## config.mk

```make
export PLATFORM = sky130hd
export DESIGN_NAME = icr_queue
export DESIGN_NICKNAME = d
export VERILOG_FILES = /design/src/rtl/icr_pkg.sv /design/src/rtl/icr_queue.sv
export SDC_FILE = /design/constraint.sdc
export NUM_CORES = 1
export LEC_CHECK = 0
export ABC_CLOCK_PERIOD_IN_PS = 4900
export BUFFER_PORTS_ARGS = -buffer_cell sky130_fd_sc_hd__buf_2
export CORE_MARGIN = 8
export CORE_UTILIZATION = 39
export DETAILED_ROUTE_END_ITERATION = 16
export GPL_TIMING_DRIVEN = 0
export SYNTH_ARGS = -nofsm -noshare
export SYNTH_HDL_FRONTEND = slang
export SYNTH_SLANG_ARGS = --single-unit
```

## constraint.sdc

```tcl
create_clock -name i_clk -period 4.9 [get_ports i_clk]
set_input_delay 0.735 -clock i_clk [delete_from_list [all_inputs] [get_ports i_clk]]
set_output_delay 0.735 -clock i_clk [all_outputs]
set_load 0.01 [all_outputs]
```

## src/rtl/icr_pkg.sv

```systemverilog
// shared types, constants and table functions for the incidence colour ramp
package icr_pkg;

    localparam int MAX_STOPS_DEF  = 16;
    localparam int ACOS_DEPTH_DEF = 1024;
    localparam int QUEUE_DEPTH    = 4;
    localparam int LANES          = 4;
    localparam int QUO_W          = 8;
    localparam int NUM_W          = 25;
    localparam int CFG_IDX_W      = 1;
    localparam int CFG_DATA_W     = 5;
    localparam int CORDIC_STEPS   = 18;
    localparam int ANGLE_MAX_Q88  = 23040;

    localparam logic KIND_LOAD  = 1'b0;
    localparam logic KIND_SHADE = 1'b1;

    localparam logic [CFG_IDX_W-1:0] CFG_STOPS_IN_USE = 1'b0;
    localparam logic [CFG_IDX_W-1:0] CFG_INVERT       = 1'b1;

    localparam longint ATAN_DEG_Q16 [CORDIC_STEPS] = '{
        2949120, 1740967, 919879, 466945, 234379, 117267, 58666, 29335, 14668,
        7334, 3667, 1833, 917, 458, 229, 115, 57, 29
    };

    typedef struct packed {
        logic              kind;
        logic [3:0]        stop_index;
        logic [15:0]       stop_key;
        logic [23:0]       stop_rgb;
        logic [7:0]        stop_alpha;
        logic              stop_mode;
        logic signed [15:0] normal_x;
        logic signed [15:0] normal_y;
        logic signed [15:0] normal_z;
        logic signed [15:0] ray_dir_x;
        logic signed [15:0] ray_dir_y;
        logic signed [15:0] ray_dir_z;
    } t_in_item;

    typedef struct packed {
        logic [7:0] red;
        logic [7:0] green;
        logic [7:0] blue;
        logic [7:0] alpha;
    } t_out_item;

    typedef struct packed {
        logic        kind;
        logic [3:0]  stop_index;
        logic [15:0] stop_key;
        logic [23:0] stop_rgb;
        logic [7:0]  stop_alpha;
        logic        stop_mode;
    } t_load;

    typedef struct packed {
        logic [15:0] key;
        logic [23:0] rgb;
        logic [7:0]  alpha;
        logic        mode;
    } t_stop;

    typedef struct packed {
        logic [7:0]       base;
        logic             neg;
        logic [NUM_W-1:0] num;
    } t_lane;

    typedef struct packed {
        t_lane [LANES-1:0] lanes;
        logic [15:0]       den;
    } t_job;

    typedef enum logic [1:0] {
        BK_IDLE,
        BK_DIV,
        BK_HOLD
    } t_back_state;

    function automatic longint unsigned udiv64(input longint unsigned num,
                                               input longint unsigned den);
        longint unsigned rem;
        longint unsigned quo;
        rem = 0;
        quo = 0;
        for (int b = 63; b >= 0; b--) begin
            rem = (rem << 1) | ((num >> b) & 64'd1);
            if (rem >= den) begin
                rem = rem - den;
                quo = quo | (64'd1 << b);
            end
        end
        return quo;
    endfunction

    function automatic longint unsigned isqrt64(input longint unsigned v_in);
        longint unsigned v;
        longint unsigned res;
        longint unsigned bit_w;
        v = v_in;
        res = 0;
        bit_w = 64'd1 << 62;
        while (bit_w > v) bit_w = bit_w >> 2;
        while (bit_w != 0) begin
            if (v >= res + bit_w) begin
                v = v - (res + bit_w);
                res = (res >> 1) + bit_w;
            end else begin
                res = res >> 1;
            end
            bit_w = bit_w >> 2;
        end
        return res;
    endfunction

    function automatic logic [15:0] acos_entry(input int i, input int depth);
        longint unsigned den;
        longint unsigned xu;
        longint x;
        longint y;
        longint z;
        longint xs;
        longint ys;
        den = longint'(depth - 1);
        xu = udiv64((longint'(i) << 28) + (den >> 1), den);
        if (xu > (64'd1 << 28)) xu = 64'd1 << 28;
        x = longint'(xu);
        y = longint'(isqrt64((64'd1 << 56) - xu * xu));
        z = 0;
        for (int k = 0; k < CORDIC_STEPS; k++) begin
            xs = x >>> k;
            ys = y >>> k;
            if (y > 0) begin
                x = x + ys;
                y = y - xs;
                z = z + ATAN_DEG_Q16[k];
            end else begin
                x = x - ys;
                y = y + xs;
                z = z - ATAN_DEG_Q16[k];
            end
        end
        z = (z + 128) >>> 8;
        if (z < 0) z = 0;
        if (z > ANGLE_MAX_Q88) z = ANGLE_MAX_Q88;
        return 16'(z);
    endfunction

endpackage

```

## src/rtl/icr_queue.sv

```systemverilog
// job queue between front and back
module icr_queue (
    input  logic          i_clk,
    input  logic          i_rst_n,
    input  logic          i_push,
    input  icr_pkg::t_job i_job,
    output logic          o_full,
    input  logic          i_pop,
    output icr_pkg::t_job o_job,
    output logic          o_empty
);
    import icr_pkg::*;

    localparam int QAW = $clog2(QUEUE_DEPTH);

    t_job           r_slot [QUEUE_DEPTH];
    logic [QAW-1:0] r_wr, r_rd;
    logic [QAW:0]   r_cnt;

    assign o_full = (r_cnt == (QAW + 1)'(QUEUE_DEPTH));
    assign o_empty = (r_cnt == '0);
    assign o_job = r_slot[r_rd];

    always_ff @(posedge i_clk) begin
        if (!i_rst_n) begin
            r_wr <= '0;
            r_rd <= '0;
            r_cnt <= '0;
        end else begin
            if (i_push) r_wr <= r_wr + 1'b1;
            if (i_pop) r_rd <= r_rd + 1'b1;
            if (i_push && !i_pop) begin
                r_cnt <= r_cnt + 1'b1;
            end else if (!i_push && i_pop) begin
                r_cnt <= r_cnt - 1'b1;
            end
        end
    end

    always_ff @(posedge i_clk) begin
        if (i_push) r_slot[r_wr] <= i_job;
    end

endmodule

```

==> flow_metrics.py, run 1 <==
metrics = {
    "power": {
        "pwr-share-clk_pct": 39.2,
        "comb_power_share_pct": 9.8,
        "p_int_uw": 9320,
        "power_uw": 12000,
        "p_leak_uw": 0.00914,
        "peakVddDrop_uv": 399,
        "power_density_nw_per_um2": 440,
        "power_switching_share_pct": 22.2,
        "p_switching_uw": 2670,
        "seq_power_share_pct": 51.0,
    },
    "drt": {
        "via_per_inst": 4.93,
        "wire_per_inst_um": 23.2,
        "dr.first_iter.drc_count": 536,
        "vias": 10041,
        "drt-pass1-iter-count": 5,
        "drt_wl_total_um": 47200,
        "drc": 0,
        "drtAntennaViolNets": 0,
    },
    "global_route": {
        "met3_usage_pct": 5.32,
        "grt_pass1_vias": 11051,
        "grt_overflow": 0,
        "antenna_found_initial": 10,
        "met1_usage_pct": 17.9,
        "grt_max_degree": 51,
        "grt_pass1_wl_um": 71100,
        "gr-max-usage-layer": "met2",
        "grtUsageMet2_pct": 23.2,
        "grt_use_total_pct": 14.3,
    },
    "worst_hold_path": {
        "min_path_cells": 1,
        "min_path_type": "input pin to flop",
    },
    "floorplan": {
        "ios": 310,
        "die-area_um2": 65200,
        "core_area_um2": 56500,
        "die_x_um": 255,
        "die-height_um": 255,
        "rows": 87,
        "start_util_pct": 39.6,
    },
    "cts": {
        "cts_buffers": 67,
        "cts_tree": "yes",
        "cts_resized": 0,
        "clkTransAtPathRegs_ns": 0.06,
        "cts-root-buf": "clkbuf_16",
        "hold_buffers": 0,
        "cts_buffer_depth": 3,
        "post_cts_buffers": 0,
        "cts.sinks": 617,
        "clock_latency_ns": 0.58,
        "htree_levels": 3,
    },
    "synth": {
        "synthesis.nets": 999,
        "yosysSeqAreaShare_pct": 82.5,
        "synth.distinct_cells": 20,
        "syn_inst": 837,
        "ys_warn_count": 0,
        "syn-cell-area_um2": 22400,
        "syn_avg_cell_area_um2": 26.7,
        "ys_ff_latch": 617,
    },
    "sta": {
        "min_period_ns": 3.26,
        "rsz0062_at_grt": "no",
        "finalSetupViolCount": 0,
        "period_share_pct": 66.5,
        "clock.fmax_mhz": 307,
        "skew_ns": 0.00956,
        "hold_viol": 0,
        "relSlewSlack_pct": 50.1,
        "worst_pin_slew_ns": 0.749,
        "slew_violations": 0,
    },
    "critical_path": {
        "crit_fanout": 10,
        "worstPathRequired_ns": 4.16,
        "critPathArrivalTime_ns": 2.53,
        "reg2reg_depth": 5,
        "cp-end-kind": "output port",
        "startpoint_type": "flop",
        "path_class": "flop to output port",
    },
    "placed_design": {
        "place_congestion": 0.685,
        "portBuffers": 309,
        "dp.cells": 1914,
        "dp_hpwl_um": 30000,
    },
    "finish": {
        "nFillCells": 4636,
        "finalNetCount": 1389,
        "drive_above_1_share_pct": 46.5,
        "area_delta_synth_final_pct": 21.9,
        "seqCellArea_um2": 18400,
        "multi_input_area_um2": 3680,
        "final_cells": 2035,
    },
    "run_status": {
        "status": "completed",
    },
    "job": {
        "max_cap_viol_count": 0,
    },
}
## power by group through the flow
stage / registers, uW / logic [uW] / clock network, uW
floorplan: 6250 / 655 / 0
global placement: 6290 / 1170 / 0
detailed placement: 6230 / 1220 / 0
CTS: 6120 / 1220 / 4870
global route: 6130 / 1280 / 5040
finish: 6120 / 1170 / 4700
## per-layer routing
layer	vias to the layer above	wire, um
met2	276	23000
met3	72	3710
met1	5259	19600
met4	10	827
li1	4424	-
met5	-	63
## cell usage after synthesis (all sizes together)
library cell / count / area, um^2
o21ai: 1 / 5.00
nor3: 1 / 5.00
a21boi: 1 / 7.51
xnor2: 2 / 17.5
or3: 1 / 6.26
fa: 1 / 20.0
edfxtp: 608 / 18300
nor2b: 2 / 12.5
buf: 27 / 198
xor2: 3 / 26.3
nor3b: 1 / 7.51
inv: 4 / 15.0
and2: 9 / 56.3
clkbuf: 7 / 26.3
ha: 5 / 62.6
mux2i: 2 / 20.0
mux4: 152 / 3420
dfxtp: 9 / 180
nand2: 1 / 3.75
## final cells by class
type,instances,area share [%]
clock buffers,86,6.65
inverters,4,0.0551
flip-flops and latches,617,67.7
well taps,756,3.47
diodes,5,0.0459
plain buffers,34,0.822
multi-input cells,182,13.5
clock inverters,30,0.877
repair buffers,321,6.86
## critical path, stage by stage (launching register included)
cell     delay, ns
dfxtp_1       0.31
buf_2         0.29
buf_2         0.40
buf_2         0.39
mux4_2        0.36
buf_2         0.19
## flip-flops by register name, indices dropped and copies added, names as in the netlist, named ones only
register,cells
r_cnt,3
r_rd,2
r_slot,608
r_wr,2
## cell usage in the layout, fill, tap and decap left out, drive strengths merged
cell / Yosys / routed
edfxtp: 608 / 608
buf: 27 / 348
mux4: 152 / 152
clkbuf: 7 / 93
clkinv: 0 / 26
dfxtp: 9 / 9
and2: 9 / 9
inv: 4 / 6
diode: 0 / 5
ha: 5 / 5
xor2: 3 / 3
xnor2: 2 / 2
mux2i: 2 / 2
nor2b: 2 / 2
bufinv: 0 / 2
nor3: 1 / 1
nor3b: 1 / 1
nand2: 1 / 1
o21ai: 1 / 1
or3: 1 / 1
a21boi: 1 / 1
fa: 1 / 1
## cell families after synthesis
kind of cell,synth area share [%]
adders and majority gates,0.369
xor gates and xnor gates,0.196
AOI/OAI and AO/OA,0.0560
DFF,82.5
muxes,15.4
buffers and inverters,1.07
and+or+nand+nor,0.409
## through the flow
step                TNS [ns]  hold WS, ns  instance area, um^2  utilization [%]  worst slack [ns]
detailed placement         0        0.512                25200             44.6              2.09
floorplan                  0        0.472                22400                -             0.168
global route               0        0.331                27200             48.2              1.44
finish                     0        0.364                27200             48.2              1.64
global placement    -1958.66        0.491                24800             44.0             -3.25
CTS                        0        0.310                27200             48.2              1.45
## final timing paths
check                           slack [ns]            end      start
worst max register to register        2.72  r_slot[0][73]    r_wr[0]
worst min register to register        0.52       r_cnt[2]   r_cnt[2]
worst max-delay path                  1.64      o_job[77]       flop
worst min-delay path                  0.36  r_slot[1][25]  i_job[25]
Note: power is estimated with default switching activity, not from simulation.
==> run 2: changes to the inputs <==
--- a/config.mk
+++ b/config.mk
@@ -5,7 +5,7 @@
 export SDC_FILE = /design/constraint.sdc
 export NUM_CORES = 1
 export LEC_CHECK = 0
-export ABC_CLOCK_PERIOD_IN_PS = 4900
+export ABC_CLOCK_PERIOD_IN_PS = 2760
 export BUFFER_PORTS_ARGS = -buffer_cell sky130_fd_sc_hd__buf_2
 export CORE_MARGIN = 8
 export CORE_UTILIZATION = 39
==> constraint.sdc (replaced) <==
create_clock -name i_clk -period 2.76 [get_ports i_clk]
set_input_delay 0.414 -clock i_clk [delete_from_list [all_inputs] [get_ports i_clk]]
set_output_delay 0.414 -clock i_clk [all_outputs]
set_load 0.01 [all_outputs]
==> run 2 against run 1 <==
  * Sequential share of layout area shrank 0.42 points
  * Die area did not move
  * Core utilization grew 0.30 points
  * Critical path type unchanged
  * Largest power group unchanged
  * Highest routed layer unchanged
==> flow_metrics.py, run 2 (synthesis results as in run 1) <==
metrics = {
    "finish": {
        "largest_register_ffs": 608,
        "most-common-layout-cells": "edfxtp_1 (608), buf_2 (316), mux4_2 (152)",
        "largest_register": "r_slot",
        "fin_util_pct": 48.5,
        "area_delta_synth_final_pct": 22.6,
        "final_common_cell": "edfxtp_1",
        "reg.largest.list": "r_slot x608, r_cnt x3",
        "drive_above_1_share_pct": 45.9,
        "finalNetCount": 1408,
    },
    "global_route": {
        "grt_overflow": 0,
        "grt_pass1_wl_um": 70400,
        "grt_pass1_vias": 11166,
        "gr-max-usage-layer": "met2",
        "met1_usage_pct": 18.0,
        "grt_use_total_pct": 14.1,
        "grt_max_degree": 55,
        "met3_usage_pct": 4.93,
        "grtUsageMet2_pct": 22.5,
        "antenna_found_initial": 10,
    },
    "floorplan": {
        "core_area_um2": 56500,
        "start_util_pct": 39.6,
        "die_x_um": 255,
        "rows": 87,
        "ios": 310,
        "die-area_um2": 65200,
        "die-height_um": 255,
    },
    "cts": {
        "htree_levels": 3,
        "cts.sinks": 617,
        "clock_latency_ns": 0.58,
        "clkTransAtPathRegs_ns": 0.05,
        "cts_buffer_depth": 3,
        "cts_tree": "yes",
        "cts_buffers": 66,
        "cts-root-buf": "clkbuf_16",
        "post_cts_buffers": 0,
    },
    "drt": {
        "wire_per_inst_um": 22.6,
        "drc": 0,
        "drt-pass1-iter-count": 4,
        "dr.first_iter.drc_count": 656,
        "via_per_inst": 4.98,
        "drtAntennaViolNets": 0,
        "drt_wl_total_um": 46500,
        "vias": 10226,
    },
    "placed_design": {
        "place_ws_ns": 0.396,
        "portBuffers": 309,
        "dp_hpwl_um": 29400,
        "place_congestion": 0.693,
    },
    "power": {
        "power_density_nw_per_um2": 770,
        "power_uw": 21100,
        "p_leak_uw": 0.00921,
        "peakVddDrop_uv": 551,
    },
    "sta": {
        "skew_ns": 0.0128,
        "holdWs_ns": 0.0482,
        "worst_slack_ns": 0.147,
        "min_period_ns": 2.61,
        "rsz0062_at_grt": "no",
        "hold_viol": 0,
        "relSlewSlack_pct": 42.4,
        "clock.fmax_mhz": 383,
        "finalSetupTns_ns": 0,
        "finalSetupViolCount": 0,
        "slew_violations": 0,
        "period_share_pct": 94.7,
        "worst_pin_slew_ns": 0.864,
    },
    "critical_path": {
        "cp-end-kind": "output port",
        "worstPathRequired_ns": 2.35,
        "path_cells": "buf_6 > buf_8 > buf_6 > mux4_2 > buf_2",
        "path_class": "flop to output port",
        "max_stage_delay_ns": 0.54,
        "startpoint_type": "flop",
        "critPathTopFamily": "buffers and inverters",
        "crit_path_frequent_cell": "buf_6",
        "crit_slowest_cell": "mux4_2",
        "critPathArrivalTime_ns": 2.20,
        "critical_path_buf_inv_count": 4,
        "crit_fanout": 10,
    },
    "worst_hold_path": {
        "min_path_type": "input pin to flop",
    },
    "run_status": {
        "status": "completed",
    },
    "job": {
        "max_cap_viol_count": 0,
    },
}
==> run 2: stage by stage <==
stage               cells  cell area [um^2]
finish               2055             27400
global route         2053             27400
CTS                  2051             27400
detailed placement   1913             25200
global placement     1902             24900
floorplan             837             22400
==> run 2: final timing paths <==
path,depth (start not counted),endpoint,start,slack (ns)
worst max-delay path,5,o_job[137],flop,0.15
worst min-delay path,1,r_slot[3][42],i_job[42],0.05
worst max register to register,5,r_slot[2][88],r_wr[0],0.65
worst min register to register,2,r_cnt[2],r_cnt[2],0.51
==> run 2: area by class of cell <==
cell class	instances	area [um^2]
fillers	4632	29100
flip-flops and latches	617	18400
multi-input cells	182	3680
repair buffers	341	2060
clock buffers	79	1730
well taps	756	946
plain buffers	34	265
clock inverters	38	262
inverters	4	15.0
diodes	4	10.0
==> run 2: timing repair <==
action,in CTS,in global routing
endpoints found under the hold margin,65,0
hold buffers,21,0
endpoints found under the setup margin,138,114
gates resized for setup,6,17
==> run 2: report_power, final <==
part / total [uW] / internal [uW] / leakage, uW / switching [uW]
registers: 10900 / 10800 / 0.00566 / 90.4
clock network: 8140 / 4750 / 0.000972 / 3390
logic: 2110 / 963 / 0.00258 / 1150
==> run 2: metal layers <==
metal	wire, um	part of all wire, %
met4	1130	2.4
met3	3360	7.2
met1	19700	42
met2	22300	48
met5	70	0.15
==> run 3: changes to the inputs <==
--- a/config.mk
+++ b/config.mk
@@ -7,9 +7,11 @@
 export LEC_CHECK = 0
 export ABC_CLOCK_PERIOD_IN_PS = 2760
 export BUFFER_PORTS_ARGS = -buffer_cell sky130_fd_sc_hd__buf_2
+export CAP_MARGIN = 20
 export CORE_MARGIN = 8
 export CORE_UTILIZATION = 39
 export DETAILED_ROUTE_END_ITERATION = 16
+export GPL_ROUTABILITY_DRIVEN = 0
 export GPL_TIMING_DRIVEN = 0
 export SYNTH_ARGS = -nofsm -noshare
 export SYNTH_HDL_FRONTEND = slang
==> constraint.sdc (replaced) <==
create_clock -name i_clk -period 2.76 [get_ports i_clk]
set_input_delay 0.414 -clock i_clk [delete_from_list [all_inputs] [get_ports i_clk]]
set_output_delay 0.414 -clock i_clk [all_outputs]
set_load 0.02 [all_outputs]
==> run 3 against run 2 <==
  * Clock skew grew 0.0013 ns
  * Critical path depth unchanged
  * Die area is the same
  * Clock-buffer cell count is 3 higher
  * First-iteration DRC count fell by 5.5%
  * Cell count rose by 6.0%
  * Largest cell class unchanged
  * Sequential power is essentially flat
  * Hold slack improved by 0.0028 ns
  * Final area up 4.3%
  * Register-to-register slack barely moved
  * Total power grew 0.26%
==> flow_metrics.py, run 3 (synthesis results as in run 1) <==
metrics = {
    "run_status": {
        "status": "completed",
    },
    "critical_path": {
        "critical_path_buf_inv_count": 4,
        "path_cells": "buf_6 > buf_12 > buf_6 > mux4_2 > buf_2",
        "path_class": "flop to output port",
        "worstPathRequired_ns": 2.35,
        "critPathArrivalTime_ns": 2.22,
        "crit_path_frequent_cell": "buf_6",
        "crit_fanout": 10,
        "startpoint_type": "flop",
        "critPathTopFamily": "buffers and inverters",
        "reg2reg_slack_ns": 0.65,
        "reg2reg_depth": 5,
        "r2r_start": "r_wr[0]",
        "max_stage_delay_ns": 0.55,
        "crit_slowest_cell": "mux4_2",
        "cp-end-kind": "output port",
        "rr_endpoint": "r_slot[2][95]",
    },
    "finish": {
        "fin_area_um2": 28600,
        "reg.largest.list": "r_slot x608, r_cnt x3",
        "largest_register": "r_slot",
        "fin_util_pct": 50.6,
        "largest_register_ffs": 608,
        "most-common-layout-cells": "edfxtp_1 (608), buf_2 (312), mux4_2 (152)",
        "finalNetCount": 1529,
        "drive_above_1_share_pct": 41.6,
        "final_common_cell": "edfxtp_1",
        "area_delta_synth_final_pct": 27.9,
    },
    "floorplan": {
        "die-height_um": 255,
        "rows": 87,
        "ios": 310,
        "die_x_um": 255,
        "start_util_pct": 39.6,
        "die-area_um2": 65200,
        "core_area_um2": 56500,
    },
    "drt": {
        "drtAntennaViolNets": 0,
        "via_per_inst": 4.88,
        "drc": 0,
        "drt_wl_total_um": 47300,
        "dr.first_iter.drc_count": 620,
        "vias": 10630,
        "wire_per_inst_um": 21.7,
        "drt-pass1-iter-count": 5,
    },
    "sta": {
        "rsz0062_at_grt": "yes",
        "clock.fmax_mhz": 380,
        "slew_violations": 0,
        "period_share_pct": 95.4,
        "worst_pin_slew_ns": 0.854,
        "hold_viol": 0,
        "relSlewSlack_pct": 43.0,
        "skew_ns": 0.0141,
        "min_period_ns": 2.63,
        "finalSetupViolCount": 0,
    },
    "power": {
        "power_density_nw_per_um2": 740,
        "p_leak_uw": 0.00969,
        "peakVddDrop_uv": 526,
    },
    "global_route": {
        "grt_pass1_vias": 11684,
        "grt_overflow": 0,
        "grt_max_degree": 55,
        "antenna_found_initial": 7,
        "grt_pass1_wl_um": 72100,
        "grt_use_total_pct": 14.2,
    },
    "placed_design": {
        "dp_hpwl_um": 29400,
        "placed_area_um2": 25200,
        "portBuffers": 309,
    },
    "worst_hold_path": {
        "whs_endpoint": "r_slot[1][60]",
        "min_path_type": "input pin to flop",
        "min_from": "i_job[60]",
        "min_path_cells": 1,
    },
    "job": {
        "max_cap_viol_count": 0,
    },
    "cts": {
        "clock_latency_ns": 0.61,
        "post_cts_buffers": 0,
        "cts.sinks": 617,
        "cts-root-buf": "clkbuf_16",
        "cts_buffer_depth": 3,
        "cts_buffers": 61,
        "htree_levels": 2,
        "clkTransAtPathRegs_ns": 0.06,
        "cts_tree": "yes",
    },
}
==> run 3: layout make-up <==
| type | count | area, um^2 |
|---|---|---|
| Fill cell | 4544 | 27900 |
| Sequential cell | 617 | 18400 |
| Multi-Input combinational cell | 182 | 3680 |
| Timing Repair Buffer | 467 | 3320 |
| Clock buffer | 82 | 1650 |
| Tap cell | 756 | 946 |
| Buffer | 34 | 303 |
| Clock inverter | 33 | 235 |
| Inverter | 4 | 15.0 |
| Antenna cell | 3 | 7.51 |
==> run 3: timing repair <==
item / CTS / global route
gates resized for setup: 12 / 23
pin swaps: 0 / 0
cloned: 0 / 0
endpoints found under the hold margin: 585 / 0
hold buffers: 147 / 0
setup endpoints to repair: 150 / 140
==> run 3: through the flow <==
stage	worst slack (ns)	TNS, ns	cells	total power, uW	hold slack [ns]
after floorplan	0.701	0	837	12500	0.472
after global placement	-0.351	-191.85	1902	13400	0.492
after detailed placement	0.358	0	1913	13500	0.499
after CTS	-0.108	-4.62	2175	21500	0.000969
after global routing	-0.0109	-0.0445	2177	21900	0.0153
final	0.127	0	2178	21200	0.0510
==> run 3: worst max path at each step <==
stage	from	end	slack, ns	cells after the start
floorplan	r_wr[0]	r_slot[2][0]	0.70	3
global placement	i_push	r_slot[1][62]	-0.35	2
detailed placement	flop	o_job[137]	0.36	5
CTS	flop	o_job[97]	-0.11	5
global route	flop	o_job[87]	-0.01	5
finish	flop	o_job[87]	0.13	5
==> run 3: per-layer routing <==
| metal | share of wire, % | GRT usage (%) |
|---|---|---|
| met4 | 2.2 | 3.78 |
| met2 | 49 | 23.4 |
| met5 | 0.099 | 0 |
| met3 | 6.8 | 4.30 |
| met1 | 42 | 18.2 |
==> run 3: where the power goes <==
part | internal [uW] | total, uW | switching [uW] | leakage (uW)
clock | 4450 | 7750 | 3310 | 0.000921
sequential | 10800 | 10900 | 91.7 | 0.00566
combinational | 1090 | 2550 | 1450 | 0.00311
