==> src/rtl/icr_pkg.sv <==
// shared types, constants and table functions for the incidence colour ramp
package icr_pkg;

    localparam int MAX_STOPS_DEF  = 16;
    localparam int ACOS_DEPTH_DEF = 1024;
    localparam int QUEUE_DEPTH    = 4;
    localparam int LANES          = 4;
    localparam int QUO_W          = 8;
    localparam int NUM_W          = 25;
    localparam int CFG_IDX_W      = 1;
    localparam int CFG_DATA_W     = 5;
    localparam int CORDIC_STEPS   = 18;
    localparam int ANGLE_MAX_Q88  = 23040;

    localparam logic KIND_LOAD  = 1'b0;
    localparam logic KIND_SHADE = 1'b1;

    localparam logic [CFG_IDX_W-1:0] CFG_STOPS_IN_USE = 1'b0;
    localparam logic [CFG_IDX_W-1:0] CFG_INVERT       = 1'b1;

    localparam longint ATAN_DEG_Q16 [CORDIC_STEPS] = '{
        2949120, 1740967, 919879, 466945, 234379, 117267, 58666, 29335, 14668,
        7334, 3667, 1833, 917, 458, 229, 115, 57, 29
    };

    typedef struct packed {
        logic              kind;
        logic [3:0]        stop_index;
        logic [15:0]       stop_key;
        logic [23:0]       stop_rgb;
        logic [7:0]        stop_alpha;
        logic              stop_mode;
        logic signed [15:0] normal_x;
        logic signed [15:0] normal_y;
        logic signed [15:0] normal_z;
        logic signed [15:0] ray_dir_x;
        logic signed [15:0] ray_dir_y;
        logic signed [15:0] ray_dir_z;
    } t_in_item;

    typedef struct packed {
        logic [7:0] red;
        logic [7:0] green;
        logic [7:0] blue;
        logic [7:0] alpha;
    } t_out_item;

    typedef struct packed {
        logic        kind;
        logic [3:0]  stop_index;
        logic [15:0] stop_key;
        logic [23:0] stop_rgb;
        logic [7:0]  stop_alpha;
        logic        stop_mode;
    } t_load;

    typedef struct packed {
        logic [15:0] key;
        logic [23:0] rgb;
        logic [7:0]  alpha;
        logic        mode;
    } t_stop;

    typedef struct packed {
        logic [7:0]       base;
        logic             neg;
        logic [NUM_W-1:0] num;
    } t_lane;

    typedef struct packed {
        t_lane [LANES-1:0] lanes;
        logic [15:0]       den;
    } t_job;

    typedef enum logic [1:0] {
        BK_IDLE,
        BK_DIV,
        BK_HOLD
    } t_back_state;

    function automatic longint unsigned udiv64(input longint unsigned num,
                                               input longint unsigned den);
        longint unsigned rem;
        longint unsigned quo;
        rem = 0;
        quo = 0;
        for (int b = 63; b >= 0; b--) begin
            rem = (rem << 1) | ((num >> b) & 64'd1);
            if (rem >= den) begin
                rem = rem - den;
                quo = quo | (64'd1 << b);
            end
        end
        return quo;
    endfunction

    function automatic longint unsigned isqrt64(input longint unsigned v_in);
        longint unsigned v;
        longint unsigned res;
        longint unsigned bit_w;
        v = v_in;
        res = 0;
        bit_w = 64'd1 << 62;
        while (bit_w > v) bit_w = bit_w >> 2;
        while (bit_w != 0) begin
            if (v >= res + bit_w) begin
                v = v - (res + bit_w);
                res = (res >> 1) + bit_w;
            end else begin
                res = res >> 1;
            end
            bit_w = bit_w >> 2;
        end
        return res;
    endfunction

    function automatic logic [15:0] acos_entry(input int i, input int depth);
        longint unsigned den;
        longint unsigned xu;
        longint x;
        longint y;
        longint z;
        longint xs;
        longint ys;
        den = longint'(depth - 1);
        xu = udiv64((longint'(i) << 28) + (den >> 1), den);
        if (xu > (64'd1 << 28)) xu = 64'd1 << 28;
        x = longint'(xu);
        y = longint'(isqrt64((64'd1 << 56) - xu * xu));
        z = 0;
        for (int k = 0; k < CORDIC_STEPS; k++) begin
            xs = x >>> k;
            ys = y >>> k;
            if (y > 0) begin
                x = x + ys;
                y = y - xs;
                z = z + ATAN_DEG_Q16[k];
            end else begin
                x = x - ys;
                y = y + xs;
                z = z - ATAN_DEG_Q16[k];
            end
        end
        z = (z + 128) >>> 8;
        if (z < 0) z = 0;
        if (z > ANGLE_MAX_Q88) z = ANGLE_MAX_Q88;
        return 16'(z);
    endfunction

endpackage

==> src/rtl/icr_back.sv <==
// back end: four-lane bit-serial divider for the ramp blend, output register
module icr_back (
    input  logic               i_clk,
    input  logic               i_rst_n,
    input  logic               i_empty,
    output logic               o_pop,
    input  icr_pkg::t_job      i_job,
    input  logic               i_invert,
    output logic               o_valid,
    input  logic               i_ready,
    output icr_pkg::t_out_item o_item
);
    import icr_pkg::*;

    localparam int SCW = $clog2(QUO_W);

    t_back_state      r_state, n_state;
    logic             step, load_out;
    logic [SCW-1:0]   r_step;
    logic [NUM_W-1:0] r_rem [LANES];
    logic [QUO_W-1:0] r_q [LANES];
    logic [7:0]       r_base [LANES];
    logic             r_neg [LANES];
    logic [NUM_W-1:0] r_dsh;
    logic             r_out_v;
    t_out_item        r_out;
    logic [7:0]       res [LANES];

    always_comb begin
        n_state = r_state;
        case (r_state)
            BK_IDLE: begin
                if (!i_empty) n_state = BK_DIV;
            end
            BK_DIV: begin
                if (r_step == SCW'(QUO_W - 1)) n_state = BK_HOLD;
            end
            BK_HOLD: begin
                if (!r_out_v || i_ready) n_state = BK_IDLE;
            end
            default: n_state = BK_IDLE;
        endcase
    end

    always_comb begin
        o_pop = 1'b0;
        step = 1'b0;
        load_out = 1'b0;
        case (r_state)
            BK_IDLE: o_pop = !i_empty;
            BK_DIV: step = 1'b1;
            BK_HOLD: load_out = !r_out_v || i_ready;
            default: o_pop = 1'b0;
        endcase
    end

    always_ff @(posedge i_clk) begin
        if (!i_rst_n) begin
            r_state <= BK_IDLE;
            r_out_v <= 1'b0;
        end else begin
            r_state <= n_state;
            if (load_out) begin
                r_out_v <= 1'b1;
            end else if (i_ready) begin
                r_out_v <= 1'b0;
            end
        end
    end

    always_ff @(posedge i_clk) begin
        if (o_pop) begin
            r_step <= '0;
            r_dsh <= NUM_W'({i_job.den, 8'd0});
            for (int i = 0; i < LANES; i++) begin
                r_rem[i] <= i_job.lanes[i].num;
                r_base[i] <= i_job.lanes[i].base;
                r_neg[i] <= i_job.lanes[i].neg;
                r_q[i] <= '0;
            end
        end else if (step) begin
            r_step <= r_step + 1'b1;
            r_dsh <= r_dsh >> 1;
            for (int i = 0; i < LANES; i++) begin
                if (r_rem[i] >= r_dsh) begin
                    r_rem[i] <= r_rem[i] - r_dsh;
                    r_q[i] <= {r_q[i][QUO_W-2:0], 1'b1};
                end else begin
                    r_q[i] <= {r_q[i][QUO_W-2:0], 1'b0};
                end
            end
        end
    end

    always_comb begin
        for (int i = 0; i < LANES; i++) begin
            res[i] = r_neg[i] ? (r_base[i] - r_q[i]) : (r_base[i] + r_q[i]);
        end
    end

    always_ff @(posedge i_clk) begin
        if (load_out) begin
            r_out.red <= i_invert ? (8'hFF - res[0]) : res[0];
            r_out.green <= i_invert ? (8'hFF - res[1]) : res[1];
            r_out.blue <= i_invert ? (8'hFF - res[2]) : res[2];
            r_out.alpha <= res[3];
        end
    end

    assign o_valid = r_out_v;
    assign o_item = r_out;

endmodule

==> config.mk <==
export PLATFORM = sky130hd
export DESIGN_NAME = icr_back
export DESIGN_NICKNAME = d
export VERILOG_FILES = /design/src/rtl/icr_pkg.sv /design/src/rtl/icr_back.sv
export SDC_FILE = /design/constraint.sdc
export NUM_CORES = 1
export LEC_CHECK = 0
export ABC_AREA = 1
export BUFFER_PORTS_ARGS = -buffer_cell sky130_fd_sc_hd__buf_2
export CAP_MARGIN = 20
export CORE_MARGIN = 10
export CORE_UTILIZATION = 44
export CTS_CLUSTER_DIAMETER = 200
export DETAILED_ROUTE_END_ITERATION = 12
export SETUP_SLACK_MARGIN = 0.05
export SYNTH_ARGS = -nofsm -noshare
export SYNTH_HDL_FRONTEND = slang
export SYNTH_SLANG_ARGS = --single-unit
==> constraint.sdc <==
create_clock -name i_clk -period 3.34 [get_ports i_clk]
set_input_delay 0.167 -clock i_clk [delete_from_list [all_inputs] [get_ports i_clk]]
set_output_delay 0.167 -clock i_clk [all_outputs]
set_load 0.01 [all_outputs]
==> results of run 1 <==
-- area by class of cell --
cell class / instances / area share [%]
repair buffers: 367 / 12.1
inverters: 483 / 8.07
well taps: 532 / 2.96
multi-input cells: 1879 / 42.9
flip-flops and latches: 230 / 30.1
clock inverters: 17 / 0.674
clock buffers: 33 / 3.20
-- through the flow --
stage | setup WS, ns | util, % | hold WS (ns) | instance area, um2 | power (uW)
4_1_cts | 0.524 | 54.7 | 0.159 | 22500 | 12900
5_1_grt | 0.299 | 54.7 | 0.210 | 22500 | 13900
6_report | 0.511 | 54.7 | 0.193 | 22500 | 12800
2_1_floorplan | 0.249 | - | 0.266 | 18400 | 8180
3_5_place_dp | 0.548 | 48.8 | 0.345 | 20100 | 9720
3_3_place_gp | 0.553 | 48.7 | 0.345 | 20000 | 9660
-- worst register-to-register path, stage by stage, from the launching register on --
cell and delay (ns):
sky130_fd_sc_hd__edfxtp_1 0.35, sky130_fd_sc_hd__inv_1 0.35, sky130_fd_sc_hd__ha_1 0.38, sky130_fd_sc_hd__nand2_1 0.15
sky130_fd_sc_hd__inv_1 0.07, sky130_fd_sc_hd__nand2_1 0.06, sky130_fd_sc_hd__nand2_1 0.07, sky130_fd_sc_hd__a21oi_1 0.22
sky130_fd_sc_hd__nor2_1 0.08, sky130_fd_sc_hd__nor2_2 0.15, sky130_fd_sc_hd__nand2_4 0.07, sky130_fd_sc_hd__nand2_4 0.25
sky130_fd_sc_hd__nand2_1 0.16, sky130_fd_sc_hd__buf_12 0.20
-- registers in the layout, indices dropped and copies added, names as in the netlist, 2 cells and up --
name     cells
o_item      32
r_base      32
r_dsh       24
r_neg        4
r_q         32
r_rem      100
r_state      2
r_step       3
-- cell families after synthesis --
group	share of synthesized area (%)
fa+ha+maj	9.69
xor+xnor	4.94
flops	36.7
buf+inv	11.1
compound gates	3.86
simple gates	33.7
-- synth_stat cells (6+ instances only) --
master | instances | area, um2
sky130_fd_sc_hd__nand3_1 | 192 | 961
sky130_fd_sc_hd__fa_1 | 8 | 160
sky130_fd_sc_hd__nand4_1 | 27 | 169
sky130_fd_sc_hd__nor2_1 | 171 | 642
sky130_fd_sc_hd__ha_1 | 130 | 1630
sky130_fd_sc_hd__o21ai_0 | 45 | 225
sky130_fd_sc_hd__xor2_1 | 81 | 709
sky130_fd_sc_hd__inv_1 | 480 | 1800
sky130_fd_sc_hd__xnor2_1 | 23 | 201
sky130_fd_sc_hd__and2_1 | 12 | 75.1
sky130_fd_sc_hd__nor2_2 | 16 | 100
sky130_fd_sc_hd__nand3b_1 | 16 | 120
sky130_fd_sc_hd__nand2_1 | 1024 | 3840
sky130_fd_sc_hd__nand2_2 | 9 | 56.3
sky130_fd_sc_hd__buf_6 | 10 | 113
sky130_fd_sc_hd__edfxtp_1 | 216 | 6490
sky130_fd_sc_hd__clkbuf_1 | 15 | 56.3
sky130_fd_sc_hd__nand2_4 | 6 | 67.6
sky130_fd_sc_hd__dfxtp_1 | 14 | 280
sky130_fd_sc_hd__or2_2 | 7 | 43.8
sky130_fd_sc_hd__nor3_1 | 13 | 65.1
sky130_fd_sc_hd__a21oi_1 | 77 | 385
-- timing repair --
item | 4_1_cts | 5_1_grt
hold endpoints to repair | 155 | 0
endpoints found under the setup margin | 0 | 0
hold buffers | 154 | 0
-- power by group through the flow --
stage               clock [uW]  combinational (uW)  sequential (uW)
global placement             0                5730             3930
detailed placement           0                5780             3930
finish                    2950                6010             3880
global route              3130                6850             3910
floorplan                    0                4330             3840
CTS                       3020                5970             3880
-- per-layer routing --
metal  global-route usage (%)  up-vias  routed length [um]
met5                        0        -                   0
met4                     5.92        0                1430
met3                     3.73       71                3770
met2                     37.3      496               25900
met1                     30.6     7854               26600
li1                         -     8932                   -
-- how the worst min path moves through the flow --
stage	start	end	slack, ns	cells past startpoint
final	i_invert	o_item[9]$_DFFE_PP_	0.19	2
after global routing	i_invert	o_item[17]$_DFFE_PP_	0.21	2
after CTS	i_invert	o_item[9]$_DFFE_PP_	0.16	2
after detailed placement	i_job[41]	r_neg[0]$_DFFE_PP_	0.35	1
after global placement	i_job[146]	r_base[3][2]$_DFFE_PP_	0.35	1
after floorplan	i_job[42]	r_base[0][0]$_DFFE_PP_	0.27	0
==> summary by stage, run 1 <==
Status
The run finished with clean final reports.

Clocking
Counting the buffers created by CTS gives 28. The setup fix buffers added after clock tree synthesis is 0. The clock slew at the register clock pins of the worst setup and hold paths is 0.06 ns. The TritonCTS clock tree is yes. The tree built by TritonCTS fans out to 230 sinks. The H-tree depth is 1. Once the clock tree was built, the resizer swapped 0 gates to a different size. The clock passes through at most 3 buffers. The clock reaches the later pin of the worst-skew pair after approximately 0.58 ns. The tree is rooted in a sky130_fd_sc_hd__clkbuf_16.

STA
The final setup skew is approximately 0.018 ns. At the pin with the least slew margin, the transition time is between 0.7 and 0.8 ns. The max-slew violation count is 0. Setup repair after global routing left no endpoint under its margin. The number of setup violations in the final report is 0. Of the available clock period, the critical path in the final layout requires 84.7%. Headroom to the max-slew limit came out at 47.1%. The hold violation count in the final report was 0. The routed design could run at a clock period as short as 2.83 ns.

The peak clock frequency supported by timing is 353 MHz. Adding up every negative setup slack in the final design gives 0 ns.

Detailed routing
The wire length reported by the detailed router is about 58 mm. The first TritonRoute pass finished after 5 iterations. The via count normalized by instance count is just under 5. For this block, the via count after detailed routing is 17.4k. Once detail routing completed, the nets flagged for antenna violations numbered 0. The remaining design rule violation count is 0. In the final routed layout, each cell accounts on average for 16.3 um. In this run, the number of DRC markers left after iteration 0 of detailed routing was 1,402.

Worst setup path
The minimum setup slack among reg-to-reg paths is ~0.51 ns. The cell that appears most often on the critical path is sky130_fd_sc_hd__nand2_1. Data on the critical path is required at its endpoint by about 3.7 ns. The critical path starts at r_dsh[15]$_DFFE_PP_. Traced cell by cell, the critical path runs through inv_1 -> ha_1 -> nand2_1 -> inv_1 -> nand2_1 -> nand2_1 -> a21oi_1 -> nor2_1 -> nor2_2 -> nand2_4 -> nand2_4 -> nand2_1 -> buf_12.

The endpoint of the worst register-to-register path is r_rem[3][2]$_DFFE_PP_. For this design, the slowest cell found on the critical path is sky130_fd_sc_hd__ha_1. Of all nets on the critical path, the largest fanout is 27. The cell depth of the worst flop-to-flop path is 13. The most critical setup path has its endpoint at r_rem[3][2]$_DFFE_PP_. The type of origin of the critical path is a flop.

The biggest cell delay along the critical path is 0.37 ns. The critical path buffer and inverter count is 3. The dominant delay contributor by cell family on the critical path is simple AND/OR/NAND/NOR gates. The data arrival at the endpoint of the critical path is 3.14 ns.

STA classifies the critical path endpoint as a flop. The worst setup path is of the flop to flop kind. The origin of the critical flop-to-flop path is r_dsh[15]$_DFFE_PP_. The logic depth of the worst path, buffers included is 13.

Global routing
The number of global-route vias before repair is 17.1k. The total congestion overflow is 0. The aggregate global-route resource usage is approximately 23%. The global-route wire length before repair is about 90 mm.

The initial antenna violation count was 0. The pin count of the biggest net entering global routing is 57.

Synth
In the synthesized netlist the async set-or-reset flop fraction comes to 0%. When the netlist entered floorplanning its net count stood at approximately 3k. The synthesized design contains 230 register bits.

The synthesized netlist contains 38 unique library cells. The number of flops mapped to enable cells by yosys is 216. Synthesis produced 2,629 cells. The part of the Yosys area used for sequential elements is 36.7%.

Yosys printed 0 warnings. The average cell area after synthesis is 7.02 um2. The mapped netlist covers 18,400 um2. The main flop type after synthesis is sky130_fd_sc_hd__edfxtp_1.

Pwr
Cell internal power was estimated by the tool at 7470 uW. The analysis attributes to net switching a power of between 5000 and 6000 uW. The portion of total power attributed to the clock network is 23.0%. Summed over all cells, the static leakage comes to about 0.012 uW. Sequential cells burn 30.2% of the power. Of the total power, the share spent switching nets is 41.8%. Across the VDD grid, the largest voltage drop is 410 uV. The portion of total power attributed to combinational logic is 46.8%. The cell area power density is 571 nW/um2.

Placed design
Summed over all nets, the half-perimeter wirelength after detailed placement is about 44 mm. The routability congestion estimate is 0.942. The number of cells in the design after placement is 3,337. In this run the tool buffered the top-level ports with 190 buffer cells.

Final layout
Excluding fillers, the count of instances in the completed layout stands at between 3k and 4k. Across the whole layout, storage elements account for approximately 6800 um2. The layout overhead on the synthesized area is 21.8%. Summing all multi-input logic gate instances after layout gives 9640 um2. The fraction of final layout cells sized beyond drive strength 1 is 10.1%.

The number of antenna diodes in the final layout is 0. Leaving out fill and tap cells, the most frequent cells in the layout are sky130_fd_sc_hd__nand2_1 (1,023), sky130_fd_sc_hd__inv_1 (480), sky130_fd_sc_hd__edfxtp_1 (216). The filler cell count is ~4.0k. After the last flow step, the layout net total stands at around 3.3k.

Leaving out fill and tap cells, the most frequent cell in the layout is sky130_fd_sc_hd__nand2_1.

Floorplanning
The number of core rows is 74. In this run the standard cell core region covers 41,100 um2. The die is 225 um wide. The initial cell density of the core is 44.9%. The floorplan step set the die height to 225 um.

The total die area is between 50,000 and 60,000 um2. The I/O pin count is 191.

Worst hold path
The path class of the tightest hold or removal check is input pin to flop.

Run
The tool flagged a number of max-cap violations equal to 0.
Note: power is estimated with default switching activity, not from simulation.
==> run 2: changes to the inputs <==
--- a/config.mk
+++ b/config.mk
@@ -5,7 +5,7 @@
 export SDC_FILE = /design/constraint.sdc
 export NUM_CORES = 1
 export LEC_CHECK = 0
-export ABC_AREA = 1
+export ABC_AREA = 0
 export BUFFER_PORTS_ARGS = -buffer_cell sky130_fd_sc_hd__buf_2
 export CAP_MARGIN = 20
 export CORE_MARGIN = 10
==> constraint.sdc (replaced) <==
create_clock -name i_clk -period 2.9 [get_ports i_clk]
set_input_delay 0.145 -clock i_clk [delete_from_list [all_inputs] [get_ports i_clk]]
set_output_delay 0.145 -clock i_clk [all_outputs]
set_load 0.01 [all_outputs]
==> run 2 against run 1 <==
The run now ends with negative setup slack left; count of clock-buffer cells in the layout is 4 higher; hold slack worse by 0.13 ns; sequential power is 17% higher; synthesized area is 14% lower; worst setup slack worse by 0.75 ns; register-to-register slack worse by 0.75 ns; clock skew is 0.0051 ns lower; combinational power is 39% higher; clock power is 28% higher; largest power group unchanged.
==> summary by stage, run 2 <==
Synth
Yosys attributes the largest share of cell area to sky130_fd_sc_hd__edfxtp_1 (41%), sky130_fd_sc_hd__ha_1 (10%), sky130_fd_sc_hd__xnor2_1 (6.0%). Among all flip-flop cells after synthesis, the most frequent one is sky130_fd_sc_hd__edfxtp_1. The share of Yosys cell area claimed by the top area cell type is 41.0% (+5.8 points). The number of flops mapped to enable cells by yosys is 216 (unchanged). The number of synthesized register bits is 230 (unchanged).

sky130_fd_sc_hd__edfxtp_1 takes more of the synthesized area than any other cell. The synthesized cell area is 15,800 um2 (-14%). The number of distinct library cell variants in the gate-level netlist after synthesis is 78 (+110%). The leading cell type by number of instances after synthesis is sky130_fd_sc_hd__edfxtp_1. The cell count after synthesis is 1,518 (-42%). By count the netlist is led by sky130_fd_sc_hd__edfxtp_1 (216), sky130_fd_sc_hd__ha_1 (130), sky130_fd_sc_hd__nand2_1 (123). The Yosys warning count came to 0 (unchanged). The post-synthesis async set-or-reset flop share came to 0% (unchanged). The net count after synthesis is 1,813 (-38%).

The part of the Yosys area used for sequential elements came to 42.7% (+6.1 points). The average cell area after synthesis is 10.4 um2 (+49%).

Global routing
The global-route wire length before repair is 79.3 mm (-13%). The number of global-route vias before repair was 14.8k (-14%). The aggregate global-route resource usage was 22.3% (-0.42 points). The initial antenna violation count was 0 (unchanged). The total congestion overflow is 0 (unchanged). The pin count of the biggest net entering global routing is 49 (-14%).

Detailed routing
The total iterations of the first detailed-routing run came to 5 (unchanged). The remaining design rule violation count is 0 (unchanged). The wire length reported by the detailed router is 51.1 mm (-11%). The remaining antenna violation count is 0 (unchanged). The per-cell routed wire length came to 19.1 um (+17%). The vias after detailed routing is 14.2k (-18%). The number of DRC violations after detailed-routing iteration 0 is 796 (-43%). The via count normalized by instance count came to 5.32 (+8.6%).

Final layout
The net count of the finished layout is 2,482 (-24%). The fraction of final layout cells sized beyond drive strength 1 is 37.7% (+28 points). More flip-flops sit in one register than any other, and that register is r_rem. In the layout the commonest cells are sky130_fd_sc_hd__buf_4 (276), sky130_fd_sc_hd__edfxtp_1 (216), sky130_fd_sc_hd__buf_2 (190). The antenna cell count is 0 (unchanged). The number of flip-flops in the largest register is 100 (unchanged). From synthesis to final layout, the design area changed by 51.9%.

The most common cell after layout, fill and taps aside is sky130_fd_sc_hd__buf_4. The filler cell count is 2,681 (-34%). The non-filler instance count after layout was 2,670 (-25%).

Worst setup path
The type of origin of the critical path is a flop. The largest fanout on the critical path came to 9 (-67%). The sort of element at the end of the critical path is a flop.

The data required time of the worst path was 3.23 ns (-0.42 ns). The critical setup path kind is flop to flop. The data arrival at the endpoint of the critical path is 3.46 ns (+0.32 ns).

Placed design
The routability congestion estimate was 0.907 (-3.7%). The total of buffers placed on input and output ports is 190 (unchanged). The pre-CTS setup slack is -0.312 ns (-0.860 ns). The number of cells in the design after placement came to 2,403 (-28%).

The half-perimeter wire length of the detailed placement result is 36.3 mm (-17%).

STA
Setup repair after global routing could not meet its margin everywhere. The worst-case headroom to the max-slew limit was 52.7% (+5.6 points). The hold violation count in the final report is 0 (unchanged). The fraction of the cycle the final worst path needs was 108% (+23 points).

The max-slew violation count is 0 (unchanged). The final setup skew was 0.0129 ns (-0.00506 ns). The final critical-path required period was 3.14 ns (+0.307 ns).

The transition time at the pin with the least slew margin is 0.710 ns (-0.0836 ns). The peak clock frequency supported by timing is 319 MHz (-9.8%). The number of setup violations in the final report was 188 (+188). The least setup slack across all paths after layout is -0.236 ns (-0.747 ns).

Clocking
The number of buffers created by CTS is 28 (unchanged). The insertion delay of the later-clocked pin in the worst-skew pair is 0.58 ns (about the same). The clock slew at the register clock pins of the worst setup and hold paths is 0.06 ns (about the same).

The TritonCTS sink count is 230 (unchanged). The H-tree depth is 1 (unchanged). The maximum buffer depth of the clock tree was 3 (unchanged).

TritonCTS built the clock tree. The cell sitting at the root of the clock tree is a sky130_fd_sc_hd__clkbuf_16.

Status
The checks that failed: negative setup slack. The run finished, with violations left.

Floorplanning
The number of core rows is 69 (-6.8%). The total die area is 44,000 um2 (-13%). The I/O pin count is 191 (unchanged). The area of the core is 35,600 um2 (-13%). The horizontal die dimension was 210 um (-6.7%).

The height of the die came to 210 um (-6.7%). The initial cell density of the core is 44.5% (-0.36 points).

Pwr
The largest voltage drop on the vdd net is 602 uV (+47%). The cell leakage power is 0.0103 uW (-13%). The cell area power density is 692 nW/um2 (+21%).

Worst hold path
The path class of the tightest hold or removal check is input pin to flop.

Run
The number of max-cap violations was 0 (unchanged).
run 2: cell count changes after synthesis, sizes merged, moves of 22 or more:
cell	before	now
xor2	81	41
nor2	190	81
xnor2	23	109
clkbuf	15	41
nand2b	0	22
nand3	193	28
inv	482	88
a21oi	78	110
mux2	0	65
o21ai	45	87
nand2	1039	123
a21o	1	54
run 2: cells by family after synthesis:
kind of cell / Yosys count / share of synthesized area (%)
DFF: 230 / 42.7
buffers and inverters: 141 / 3.72
muxes: 81 / 5.97
xor gates and xnor gates: 150 / 8.30
and+or+nand+nor: 400 / 12.4
adders and majority gates: 138 / 11.3
AOI/OAI and AO/OA: 378 / 15.6
run 2: final cells by class:
cell class                      instances  area, um2  share of cell area [%]
Clock buffer                           37        785                    3.26
Sequential cell                       230       6780                    28.2
Clock inverter                         15        223                   0.926
Timing Repair Buffer                  686       5700                    23.7
Inverter                               88        353                    1.47
Tap cell                              461        577                    2.40
Multi-Input combinational cell       1153       9630                    40.1
run 2: worst paths after layout:
kind | slack (ns) | end | startpoint | cells past startpoint
setup / recovery | -0.24 | r_rem[3][12]$_DFFE_PP_ | r_rem[3][6]$_DFFE_PP_ | 11
hold / removal | 0.06 | r_rem[3][24]$_DFFE_PP_ | i_job[142] | 3
setup reg to reg | -0.24 | r_rem[3][12]$_DFFE_PP_ | r_rem[3][6]$_DFFE_PP_ | 11
hold reg to reg | 0.47 | r_step[2]$_SDFFE_PP0P_ | r_step[2]$_SDFFE_PP0P_ | 2
run 2: timing repair:
item | CTS | global route
hold buffers | 153 | 0
gates cloned | 14 | 6
buffers inserted | 30 | 27
pin swaps | 46 | 42
endpoints found under the hold margin | 154 | 0
endpoints found under the setup margin | 204 | 207
resized for setup | 180 | 118
run 2: stage by stage:
stage                     power [uW]  area (um2)  TNS (ns)  hold slack [ns]  utilization, %
final                          16600       24100    -20.91           0.0605            67.6
after global routing           17600       24100    -40.80           0.0402            67.6
after CTS                      16200       23400    -16.24           0.0304            65.7
after detailed placement       11400       19600    -42.85            0.323            55.1
after global placement         11300       19600    -33.61            0.323            55.1
after floorplan                 8860       16000    -17.59            0.244               -
run 2: critical path, cell delays in order, from the launching register on:
cell and delay (ns):
sky130_fd_sc_hd__edfxtp_1 0.42, sky130_fd_sc_hd__ha_4 0.24, sky130_fd_sc_hd__a211oi_2 0.20, sky130_fd_sc_hd__nor2_2 0.06
sky130_fd_sc_hd__or4b_4 0.55, sky130_fd_sc_hd__a21oi_4 0.16, sky130_fd_sc_hd__o211a_1 0.18, sky130_fd_sc_hd__a41oi_2 0.16
sky130_fd_sc_hd__o31ai_4 0.27, sky130_fd_sc_hd__buf_6 0.18, sky130_fd_sc_hd__buf_16 0.15, sky130_fd_sc_hd__mux2_4 0.30
run 2: metal layers:
layer	vias up	GRT usage, %	part of all wire [%]
met5	-	0	0
met4	0	6.72	2.9
met3	80	3.77	5.6
met2	391	39.1	49
met1	6805	27.5	43
li1	6933	-	-
run 2: where the power goes:
part           switching [uW]  internal [uW]  total, uW  leakage (uW)
clock                    1510           2280       3790      0.000483
combinational            4030           4310       8330       0.00759
sequential                246           4280       4530       0.00222
